--- src/design/mdpf_pkg.sv ---
// mdpf_pkg: shared types, codes and defaults of the maze path finder
// used by the top level, the search controller and the checker; no dependencies
`default_nettype none
package mdpf_pkg;

	localparam int MAX_ROWS_DEF    = 16;
	localparam int MAX_COLS_DEF    = 16;
	localparam int STACK_DEPTH_DEF = 64;

	localparam int CFG_W = 5;
	localparam logic [CFG_W-1:0] GRID_ROWS_RST = 5'd10;
	localparam logic [CFG_W-1:0] GRID_COLS_RST = 5'd10;

	typedef enum logic [0:0] {
		CFG_GRID_ROWS = 1'b0,
		CFG_GRID_COLS = 1'b1
	} cfg_idx_t;

	localparam logic REQ_LOAD  = 1'b0;
	localparam logic REQ_START = 1'b1;

	localparam logic [1:0] KIND_WALL = 2'd1;
	localparam logic [1:0] KIND_EXIT = 2'd2;

	localparam logic [1:0] STAT_PATH     = 2'd0;
	localparam logic [1:0] STAT_NO_EXIT  = 2'd1;
	localparam logic [1:0] STAT_OVERFLOW = 2'd2;

	// move directions, tried in circular order
	localparam logic [1:0] DIR_RIGHT = 2'd0;
	localparam logic [1:0] DIR_DOWN  = 2'd1;
	localparam logic [1:0] DIR_LEFT  = 2'd2;
	localparam logic [1:0] DIR_UP    = 2'd3;

	// request fields, first field in the highest bits
	typedef struct packed {
		logic [3:0] entry_col;
		logic [3:0] entry_row;
		logic [1:0] cell_kind;
		logic [3:0] cell_col;
		logic [3:0] cell_row;
	} req_t;

	typedef struct packed {
		logic [3:0] path_x;
		logic [3:0] path_y;
		logic [1:0] search_status;
		logic       last_of_run;
	} res_t;

endpackage
`default_nettype wire

--- src/design/maze_dfs_path_finder_unit.sv ---
// maze_dfs_path_finder_unit: top level of the maze path finder
// depends on mdpf_pkg, mdpf_ram and mdpf_search_ctrl
//
// Usage. The slave stream takes requests: tuser 0 writes one grid cell (open, wall,
// exit), tuser 1 starts a depth-first search from the entry cell. A load transaction
// gives no result and keeps s_tready high, so cells can stream in back to back. A
// search returns the path cells on the master stream from the entry outwards, x =
// column and y = rows-1-row, status 0, tlast on the final cell; or one status
// transaction with tuser 1 (no exit reachable) or 2 (stack overflow). While a search
// runs s_tready is low; it rises again once the final result is in the output
// register. If the receiver stalls, the output register holds and the block waits.
// Reset empties the stack and sets the grid to 10 x 10; the maze memory holds nothing
// defined until cells are loaded, so no clearing pass is needed. Grid size is written
// on the cfg port (index 0 rows, 1 columns); the user must write it only while the
// block is idle, as the block itself does not enforce this.
`default_nettype none
module maze_dfs_path_finder_unit import mdpf_pkg::*; #(
	parameter int MAX_ROWS    = MAX_ROWS_DEF,
	parameter int MAX_COLS    = MAX_COLS_DEF,
	parameter int STACK_DEPTH = STACK_DEPTH_DEF
) (
	input  logic             clk,
	input  logic             arst_n,
	input  logic             s_tvalid,
	output logic             s_tready,
	input  logic [23:0]      s_tdata,   // cell_row, cell_col, cell_kind, entry_row, entry_col
	input  logic [0:0]       s_tuser,   // req_type
	output logic             m_tvalid,
	input  logic             m_tready,
	output logic [7:0]       m_tdata,   // path_x, path_y
	output logic             m_tlast,
	output logic [1:0]       m_tuser,   // search_status
	input  logic             cfg_we,
	input  logic [0:0]       cfg_addr,
	input  logic [CFG_W-1:0] cfg_wdata
);

	localparam int RW  = ($clog2(MAX_ROWS) > 4) ? $clog2(MAX_ROWS) : 4;
	localparam int CW  = ($clog2(MAX_COLS) > 4) ? $clog2(MAX_COLS) : 4;
	localparam int MAW = $clog2(MAX_ROWS) + $clog2(MAX_COLS);
	localparam int SAW = $clog2(STACK_DEPTH);
	localparam int SDW = RW + CW + 4;

	logic [CFG_W-1:0] rows_cfg_q;
	logic [CFG_W-1:0] cols_cfg_q;
	logic [RW:0]      rows_x;
	logic [CW:0]      cols_x;
	logic [RW:0]      rows_used;
	logic [CW:0]      cols_used;

	req_t             req;
	res_t             res;

	logic             maze_we;
	logic [MAW-1:0]   maze_waddr;
	logic [1:0]       maze_wdata;
	logic             maze_re;
	logic [MAW-1:0]   maze_raddr;
	logic [1:0]       maze_rdata;
	logic             stk_we;
	logic [SAW-1:0]   stk_waddr;
	logic [SDW-1:0]   stk_wdata;
	logic             stk_re;
	logic [SAW-1:0]   stk_raddr;
	logic [SDW-1:0]   stk_rdata;

	always_ff @(posedge clk or negedge arst_n) begin
		if (!arst_n) begin
			rows_cfg_q <= GRID_ROWS_RST;
			cols_cfg_q <= GRID_COLS_RST;
		end else if (cfg_we) begin
			unique case (cfg_idx_t'(cfg_addr))
				CFG_GRID_ROWS: rows_cfg_q <= cfg_wdata;
				CFG_GRID_COLS: cols_cfg_q <= cfg_wdata;
				default: ;
			endcase
		end
	end

	// grid size clamped to 1 .. storage size
	assign rows_x = (RW+1)'(rows_cfg_q);
	assign cols_x = (CW+1)'(cols_cfg_q);

	always_comb begin
		priority if (rows_x == '0) begin
			rows_used = (RW+1)'(1);
		end else if (rows_x > (RW+1)'(MAX_ROWS)) begin
			rows_used = (RW+1)'(MAX_ROWS);
		end else begin
			rows_used = rows_x;
		end
		priority if (cols_x == '0) begin
			cols_used = (CW+1)'(1);
		end else if (cols_x > (CW+1)'(MAX_COLS)) begin
			cols_used = (CW+1)'(MAX_COLS);
		end else begin
			cols_used = cols_x;
		end
	end

	assign req      = s_tdata[$bits(req_t)-1:0];
	assign m_tdata  = {res.path_y, res.path_x};
	assign m_tuser  = res.search_status;
	assign m_tlast  = res.last_of_run;

	mdpf_ram #(.AW(MAW), .DW(2)) u_maze_mem (
		.clk   (clk),
		.we    (maze_we),
		.waddr (maze_waddr),
		.wdata (maze_wdata),
		.re    (maze_re),
		.raddr (maze_raddr),
		.rdata (maze_rdata)
	);

	mdpf_ram #(.AW(SAW), .DW(SDW)) u_stack_mem (
		.clk   (clk),
		.we    (stk_we),
		.waddr (stk_waddr),
		.wdata (stk_wdata),
		.re    (stk_re),
		.raddr (stk_raddr),
		.rdata (stk_rdata)
	);

	mdpf_search_ctrl #(
		.MAX_ROWS    (MAX_ROWS),
		.MAX_COLS    (MAX_COLS),
		.STACK_DEPTH (STACK_DEPTH)
	) u_ctrl (
		.clk        (clk),
		.arst_n     (arst_n),
		.in_valid   (s_tvalid),
		.in_ready   (s_tready),
		.in_type    (s_tuser[0]),
		.in_req     (req),
		.out_valid  (m_tvalid),
		.out_ready  (m_tready),
		.out_res    (res),
		.rows_used  (rows_used),
		.cols_used  (cols_used),
		.maze_we    (maze_we),
		.maze_waddr (maze_waddr),
		.maze_wdata (maze_wdata),
		.maze_re    (maze_re),
		.maze_raddr (maze_raddr),
		.maze_rdata (maze_rdata),
		.stk_we     (stk_we),
		.stk_waddr  (stk_waddr),
		.stk_wdata  (stk_wdata),
		.stk_re     (stk_re),
		.stk_raddr  (stk_raddr),
		.stk_rdata  (stk_rdata)
	);

endmodule
`default_nettype wire

--- src/design/mdpf_ram.sv ---
// mdpf_ram: simple dual-port synchronous memory, one write and one registered read port
// depends on nothing; used for the maze grid and the move stack
`default_nettype none
module mdpf_ram #(
	parameter int AW = 8,
	parameter int DW = 2
) (
	input  logic          clk,
	input  logic          we,
	input  logic [AW-1:0] waddr,
	input  logic [DW-1:0] wdata,
	input  logic          re,
	input  logic [AW-1:0] raddr,
	output logic [DW-1:0] rdata
);

	logic [DW-1:0] mem [(1 << AW)];

	always_ff @(posedge clk) begin
		if (we) begin
			mem[waddr] <= wdata;
		end
		if (re) begin
			rdata <= mem[raddr];
		end
	end

endmodule
`default_nettype wire

--- src/design/mdpf_search_ctrl.sv ---
// mdpf_search_ctrl: request handling, depth-first search sequencer and result register
// depends on mdpf_pkg; drives the maze and stack memories built from mdpf_ram
`default_nettype none
module mdpf_search_ctrl import mdpf_pkg::*; #(
	parameter int MAX_ROWS    = MAX_ROWS_DEF,
	parameter int MAX_COLS    = MAX_COLS_DEF,
	parameter int STACK_DEPTH = STACK_DEPTH_DEF,
	localparam int RW  = ($clog2(MAX_ROWS) > 4) ? $clog2(MAX_ROWS) : 4,
	localparam int CW  = ($clog2(MAX_COLS) > 4) ? $clog2(MAX_COLS) : 4,
	localparam int MRW = $clog2(MAX_ROWS),
	localparam int MCW = $clog2(MAX_COLS),
	localparam int SAW = $clog2(STACK_DEPTH),
	localparam int SDW = RW + CW + 4
) (
	input  logic             clk,
	input  logic             arst_n,
	input  logic             in_valid,
	output logic             in_ready,
	input  logic             in_type,
	input  req_t             in_req,
	output logic             out_valid,
	input  logic             out_ready,
	output res_t             out_res,
	input  logic [RW:0]      rows_used,
	input  logic [CW:0]      cols_used,
	output logic             maze_we,
	output logic [MRW+MCW-1:0] maze_waddr,
	output logic [1:0]       maze_wdata,
	output logic             maze_re,
	output logic [MRW+MCW-1:0] maze_raddr,
	input  logic [1:0]       maze_rdata,
	output logic             stk_we,
	output logic [SAW-1:0]   stk_waddr,
	output logic [SDW-1:0]   stk_wdata,
	output logic             stk_re,
	output logic [SAW-1:0]   stk_raddr,
	input  logic [SDW-1:0]   stk_rdata
);

	typedef enum logic [3:0] {
		S_IDLE, S_ENTRY, S_TRY, S_CHECK, S_POP, S_EMIT_RD, S_EMIT_WR, S_EMIT_TOP, S_STATUS
	} state_t;

	typedef struct packed {
		logic [RW-1:0] row;
		logic [CW-1:0] col;
		logic [1:0]    excl;
		logic [1:0]    nxt;
	} entry_t;

	state_t         state_q;
	logic [SAW:0]   top_q;
	logic [RW-1:0]  cur_row_q;
	logic [CW-1:0]  cur_col_q;
	logic [1:0]     excl_q;
	logic [1:0]     next_q;
	logic [RW-1:0]  cand_row_q;
	logic [CW-1:0]  cand_col_q;
	logic [1:0]     dir_q;
	logic           entry_ok_q;
	logic [SAW-1:0] emit_idx_q;
	logic [1:0]     status_q;
	logic           out_valid_q;
	res_t           out_q;

	logic           in_fire;
	logic           out_free;
	logic [RW:0]    entry_row_x;
	logic [CW:0]    entry_col_x;
	logic           entry_in;
	logic           load_ok;
	logic [RW:0]    cand_row;
	logic [CW:0]    cand_col;
	logic           cand_ok;
	logic           cand_in;
	logic           dir_left;
	logic [SAW:0]   top_m1;
	logic [SAW:0]   top_m2;
	entry_t         rd_ent;
	entry_t         emit_ent;
	logic [RW:0]    emit_y;

	assign in_ready  = (state_q == S_IDLE);
	assign in_fire   = in_valid && in_ready;
	assign out_free  = !out_valid_q || out_ready;
	assign out_valid = out_valid_q;
	assign out_res   = out_q;

	assign entry_row_x = (RW+1)'(in_req.entry_row);
	assign entry_col_x = (CW+1)'(in_req.entry_col);
	assign entry_in    = (entry_row_x < rows_used) && (entry_col_x < cols_used);
	assign load_ok     = ((RW+1)'(in_req.cell_row) < (RW+1)'(MAX_ROWS)) &&
		((CW+1)'(in_req.cell_col) < (CW+1)'(MAX_COLS));

	// neighbour of the top cell in the direction under trial
	always_comb begin
		cand_row = {1'b0, cur_row_q};
		cand_col = {1'b0, cur_col_q};
		cand_ok  = 1'b1;
		unique case (next_q)
			DIR_RIGHT: cand_col = {1'b0, cur_col_q} + (CW+1)'(1);
			DIR_DOWN:  cand_row = {1'b0, cur_row_q} + (RW+1)'(1);
			DIR_LEFT: begin
				cand_ok  = (cur_col_q != '0);
				cand_col = {1'b0, cur_col_q} - (CW+1)'(1);
			end
			DIR_UP: begin
				cand_ok  = (cur_row_q != '0);
				cand_row = {1'b0, cur_row_q} - (RW+1)'(1);
			end
			default: cand_ok = 1'b0;
		endcase
	end

	assign cand_in  = cand_ok && (cand_row < rows_used) && (cand_col < cols_used);
	assign dir_left = (next_q != excl_q);
	assign top_m1   = top_q - (SAW+1)'(1);
	assign top_m2   = top_q - (SAW+1)'(2);
	assign rd_ent   = stk_rdata;

	// path cell on its way out: from memory, or the top entry held in registers
	assign emit_ent = (state_q == S_EMIT_TOP) ? {cur_row_q, cur_col_q, excl_q, next_q} : rd_ent;
	assign emit_y   = rows_used - (RW+1)'(1) - {1'b0, emit_ent.row};

	// memory ports
	always_comb begin
		maze_we    = in_fire && (in_type == REQ_LOAD) && load_ok;
		maze_waddr = {MRW'(in_req.cell_row), MCW'(in_req.cell_col)};
		maze_wdata = in_req.cell_kind;
		maze_re    = (in_fire && (in_type == REQ_START)) ||
			((state_q == S_TRY) && dir_left && cand_in);
		maze_raddr = (state_q == S_IDLE) ? {entry_row_x[MRW-1:0], entry_col_x[MCW-1:0]}
			: {cand_row[MRW-1:0], cand_col[MCW-1:0]};
		stk_we     = (state_q == S_CHECK) && (maze_rdata != KIND_WALL) &&
			(top_q != (SAW+1)'(STACK_DEPTH));
		stk_waddr  = top_m1[SAW-1:0];
		stk_wdata  = {cur_row_q, cur_col_q, excl_q, dir_q + 2'd1};
		stk_re     = ((state_q == S_TRY) && !dir_left && (top_q != (SAW+1)'(1))) ||
			(state_q == S_EMIT_RD);
		stk_raddr  = (state_q == S_EMIT_RD) ? emit_idx_q : top_m2[SAW-1:0];
	end

	always_ff @(posedge clk or negedge arst_n) begin
		if (!arst_n) begin
			state_q     <= S_IDLE;
			top_q       <= '0;
			out_valid_q <= 1'b0;
		end else begin
			if (out_valid_q && out_ready) begin
				out_valid_q <= 1'b0;
			end
			unique case (state_q)
				S_IDLE: begin
					if (in_fire && (in_type == REQ_START)) begin
						cur_row_q  <= entry_row_x[RW-1:0];
						cur_col_q  <= entry_col_x[CW-1:0];
						excl_q     <= DIR_RIGHT;
						next_q     <= DIR_DOWN;
						top_q      <= (SAW+1)'(1);
						entry_ok_q <= entry_in;
						state_q    <= S_ENTRY;
					end
				end
				S_ENTRY: begin
					emit_idx_q <= '0;
					if (entry_ok_q && (maze_rdata == KIND_EXIT)) begin
						state_q <= S_EMIT_TOP;
					end else begin
						state_q <= S_TRY;
					end
				end
				S_TRY: begin
					if (!dir_left) begin
						// dead end: pop
						top_q <= top_m1;
						if (top_q == (SAW+1)'(1)) begin
							status_q <= STAT_NO_EXIT;
							state_q  <= S_STATUS;
						end else begin
							state_q <= S_POP;
						end
					end else if (cand_in) begin
						cand_row_q <= cand_row[RW-1:0];
						cand_col_q <= cand_col[CW-1:0];
						dir_q      <= next_q;
						state_q    <= S_CHECK;
					end else begin
						next_q <= next_q + 2'd1;
					end
				end
				S_CHECK: begin
					if (maze_rdata == KIND_WALL) begin
						next_q  <= dir_q + 2'd1;
						state_q <= S_TRY;
					end else if (top_q == (SAW+1)'(STACK_DEPTH)) begin
						top_q    <= '0;
						status_q <= STAT_OVERFLOW;
						state_q  <= S_STATUS;
					end else begin
						// old top went to memory this cycle, new cell stays in registers
						cur_row_q  <= cand_row_q;
						cur_col_q  <= cand_col_q;
						excl_q     <= dir_q + 2'd2;
						next_q     <= dir_q + 2'd3;
						top_q      <= top_q + (SAW+1)'(1);
						emit_idx_q <= '0;
						state_q    <= (maze_rdata == KIND_EXIT) ? S_EMIT_RD : S_TRY;
					end
				end
				S_POP: begin
					cur_row_q <= rd_ent.row;
					cur_col_q <= rd_ent.col;
					excl_q    <= rd_ent.excl;
					next_q    <= rd_ent.nxt;
					state_q   <= S_TRY;
				end
				S_EMIT_RD: begin
					state_q <= S_EMIT_WR;
				end
				S_EMIT_WR: begin
					if (out_free) begin
						out_q       <= '{path_x: emit_ent.col[3:0], path_y: emit_y[3:0],
							search_status: STAT_PATH, last_of_run: 1'b0};
						out_valid_q <= 1'b1;
						emit_idx_q  <= emit_idx_q + SAW'(1);
						if (({1'b0, emit_idx_q} + (SAW+1)'(1)) == top_m1) begin
							state_q <= S_EMIT_TOP;
						end else begin
							state_q <= S_EMIT_RD;
						end
					end
				end
				S_EMIT_TOP: begin
					if (out_free) begin
						out_q       <= '{path_x: emit_ent.col[3:0], path_y: emit_y[3:0],
							search_status: STAT_PATH, last_of_run: 1'b1};
						out_valid_q <= 1'b1;
						top_q       <= '0;
						state_q     <= S_IDLE;
					end
				end
				S_STATUS: begin
					if (out_free) begin
						out_q       <= '{path_x: 4'd0, path_y: 4'd0,
							search_status: status_q, last_of_run: 1'b1};
						out_valid_q <= 1'b1;
						state_q     <= S_IDLE;
					end
				end
				default: state_q <= S_IDLE;
			endcase
		end
	end

endmodule
`default_nettype wire

--- config.mk ---
export PLATFORM = sky130hd
export DESIGN_NAME = maze_dfs_path_finder_unit
export DESIGN_NICKNAME = d
export VERILOG_FILES = /design/src/design/mdpf_pkg.sv /design/src/design/maze_dfs_path_finder_unit.sv /design/src/design/mdpf_ram.sv /design/src/design/mdpf_search_ctrl.sv
export SDC_FILE = /design/constraint.sdc
export NUM_CORES = 2
export LEC_CHECK = 0
export BUFFER_PORTS_ARGS = -buffer_cell sky130_fd_sc_hd__buf_2
export CAP_MARGIN = 15
export CORE_MARGIN = 3
export CORE_UTILIZATION = 55
export DETAILED_ROUTE_END_ITERATION = 16
export HOLD_SLACK_MARGIN = 0.1
export PLACE_DENSITY = 0.78
export REMOVE_ABC_BUFFERS = 1
export SLEW_MARGIN = 30
export SYNTH_ARGS = -nofsm -noshare
export SYNTH_HDL_FRONTEND = slang
export SYNTH_SLANG_ARGS = --single-unit
--- constraint.sdc ---
create_clock -name clk -period 5.9 [get_ports clk]
set_clock_uncertainty 0.15 [all_clocks]
set_input_delay 0.59 -clock clk [delete_from_list [all_inputs] [get_ports clk]]
set_output_delay 0.59 -clock clk [all_outputs]
set_load 0.01 [all_outputs]
==> impl_metrics.env <==
export IMPL_status="complete, no violations"
export IMPL_first_global_vias=32100
export IMPL_grt_pass1_wl_um=205000
export IMPL_pwr_share_comb_pct=40.6
export IMPL_drv_cap=0
export IMPL_antenna_found_initial=2
export IMPL_place_hpwl_um=79400
export IMPL_via_per_inst=6.38
export IMPL_worst_setup_path_start_kind="flop"
export IMPL_setup_viol=0
export IMPL_io_pin_count=49
export IMPL_max_slew_margin_pct=29.1
export IMPL_io_buffers=42
export IMPL_numCtsBuffers=132
export IMPL_netlist_area_um2=56300
export IMPL_cts_buffer_depth=3
export IMPL_drive_gt1_share_pct=18.2
export IMPL_total_power_mw=33.7
export IMPL_clkTransAtPathRegs_ns=0.06
export IMPL_hold_violations=0
export IMPL_power_frac_seq_pct=34.4
export IMPL_drc_errors=0
export IMPL_nets=3597
export IMPL_tightestPinTransition_ns=1.06
export IMPL_crit_type="reg2reg"
export IMPL_drtIter0Drc=4164
export IMPL_via_count=31900
export IMPL_ys_async_sr_fraction_pct=1.62
export IMPL_synth_top_area_cell="edfxtp_1"
export IMPL_detailedRoute_firstPassIterationCount=6
export IMPL_period_needed_ns=4.99
export IMPL_rows=116
export IMPL_root_buffer="clkbuf_16"
export IMPL_cts_tree="built"
export IMPL_power_density_nw_per_um2=533
export IMPL_ys_types=81
export IMPL_switching_share_pct=37.0
export IMPL_layout_cells_non_filler=4993
export IMPL_die_area_um2=106000
export IMPL_drv_slew=0
export IMPL_finalWirelength_um=137000
export IMPL_cp_arrival_ns=5.30
export IMPL_p_clk_share_pct=25.0
export IMPL_multiInputGateArea_um2=14800
export IMPL_yosysTopAreaCellShare_pct=71.2
export IMPL_hp_class="in2reg"
export IMPL_nFillCells=6712
export IMPL_dp_cells=4733
export IMPL_grt_overflow=0
export IMPL_drtAntennaViolNets=0
export IMPL_core_um2=101000
export IMPL_power_switching_mw=12.5
export IMPL_clock_latency_ns=0.74
export IMPL_start_util_pct=55.8
export IMPL_htree_levels=4
export IMPL_cts_sinks=1358
export IMPL_ys_flop_type="edfxtp_1"
export IMPL_wire_per_inst_um=27.4
export IMPL_synth_edf_count=1336
export IMPL_endpoint_kind="flop"
export IMPL_avgSynthCellArea_um2=16.6
export IMPL_p_leak_nw=20.9
export IMPL_power_internal_mw=21.2
export IMPL_synth_seq_cells=1358
export IMPL_period_share_pct=84.6
export IMPL_grt_use_total_pct=25.9
export IMPL_synth_area_leaders="edfxtp_1 (71%), mux4_2 (9.3%), mux2i_1 (3.9%)"
export IMPL_cts_setup_buffers=0
export IMPL_layout_area_overhead_vs_synth_pct=12.3
export IMPL_regArea_um2=40700
export IMPL_rsz0062_at_grt="no"
export IMPL_chipHeight_um=326
export IMPL_yosysSeqAreaShare_pct=72.2
export IMPL_critical_path_peak_fanout=13
export IMPL_grt_max_degree=155
export IMPL_gp_congestion=0.895
export IMPL_utilization_pct=62.7
export IMPL_timing_setup_tns_ns=0
export IMPL_fmax_mhz=200
export IMPL_syn_inst=3384
export IMPL_yosysWarnings=0
export IMPL_fp_dieW_um=326
export IMPL_cp_required_ns=6.20
export IMPL_ir_worst_vdd_mv=0.394
[path summary, 6_finish.rpt]
kind,startpoint,endpoint,slack [ns],cells after the start
setup / recovery,u_ctrl.next_q[0]$_DFFE_PP_,u_maze_mem.rdata[0]$_DFFE_PP_,0.91,10
setup reg to reg,u_ctrl.next_q[0]$_DFFE_PP_,u_maze_mem.rdata[0]$_DFFE_PP_,0.91,10
hold / removal,m_tready,u_ctrl.out_valid$_DFF_PN0_,0.16,3
min in group asynchronous,arst_n,u_ctrl.out_valid$_DFF_PN0_,0.23,2
hold reg to reg,u_ctrl.status_q[1]$_DFFE_PP_,u_ctrl.out_res[2]$_DFFE_PP_,0.38,1
max in group asynchronous,arst_n,u_ctrl.top_q[4]$_DFFE_PN0P_,4.98,2
[final cells by class]
type,instances,area share [%]
flip-flops and latches,1358,64.3
multi-input cells,1818,23.4
clock buffers,163,5.54
well taps,1357,2.69
repair buffers,191,2.53
clock inverters,78,1.31
inverters,25,0.152
diodes,3,0.0119
[sequential cells by signal (all words and copies together), names as in the netlist, 5 cells and up]
| name | count |
|---|---|
| u_stack_mem.mem | 768 |
| u_maze_mem.mem | 512 |
| u_stack_mem.rdata | 12 |
| u_ctrl.out_res | 11 |
| u_ctrl.top_q | 7 |
| u_ctrl.emit_idx_q | 6 |
| cols_cfg_q | 5 |
| rows_cfg_q | 5 |
[synth_stat cells (6+ instances only)]
cell type and instances:
a31oi_1 19, a22o_1 9, nand2_1 397, xnor2_1 23, and3_1 19, nor2_1 385, buf_1 17, o22ai_1 6
a21oi_1 46, mux4_1 10, nand2b_1 12, mux2_2 13, ha_1 33, nor2b_1 13, xor2_1 14, mux2i_1 221
inv_1 25, dfrtp_1 18, buf_2 52, a32oi_1 13, nand4_1 20, a311oi_1 10, buf_4 7, a22oi_1 15
edfxtp_1 1336, clkbuf_1 93, and2_1 6, nor3_1 19, o21ai_0 24, a21o_1 6, buf_6 7, mux4_2 232
nand3_1 160
[logic make-up after synthesis]
group           count (synthesis)  synth area share [%]
xor+xnor                       37                 0.575
simple gates                 1061                  7.99
mux                           478                  14.0
buf+inv                       208                  1.81
compound gates                206                  2.58
flops                        1358                  72.2
fa+ha+maj                      36                 0.822
[stage by stage]
step	hold WS, ns	cell area (um^2)	setup slack [ns]
floorplan	0.144	55400	-13.95
global placement	0.354	58600	1.05
detailed placement	0.367	58700	1.05
CTS	0.140	63200	1.04
global route	0.209	63200	0.840
finish	0.163	63200	0.906
[metal layers]
metal	wire length, um	global-route usage, %
met3	13000	4.83
met5	13	0
met2	68800	43.3
met1	49500	33.6
met4	5620	10.8
[critical path, cell delays in order (launching register included)]
cell and delay (ns):
edfxtp_1 0.55, inv_1 0.15, ha_1 0.39, fa_1 0.48
mux2i_1 0.37, a21o_1 0.73, nand2_1 0.41, a311o_1 0.38
a31oi_1 0.36, a2111oi_0 0.11, or4_1 0.59
[power groups by stage]
stage | Clock (mW) | Sequential [mW] | Combinational (mW)
final | 8.42 | 11.6 | 13.7
after CTS | 8.50 | 11.6 | 13.5
after detailed placement | 0 | 11.8 | 13.3
after global routing | 8.89 | 11.6 | 14.4
after global placement | 0 | 11.8 | 13.1
after floorplan | 0 | 11.8 | 8.62
[placed cells by master, fill, tap and decap left out, types with 24 or more instances in the layout]
cell type and count:
edfxtp_1 1336, nand2_1 392, nor2_1 373, mux4_2 232, mux2i_1 220, nand3_1 155, clkbuf_16 135, buf_4 116
buf_2 40, a21oi_1 38, ha_1 33, clkinv_1 26, clkbuf_1 26, inv_1 24, o21ai_0 24
[what timing repair did]
item,4_1_cts,5_1_grt
endpoints found under the hold margin,40,0
hold buffers,15,0
gates resized for setup,0,0
Power figures use the tool's default switching activity.
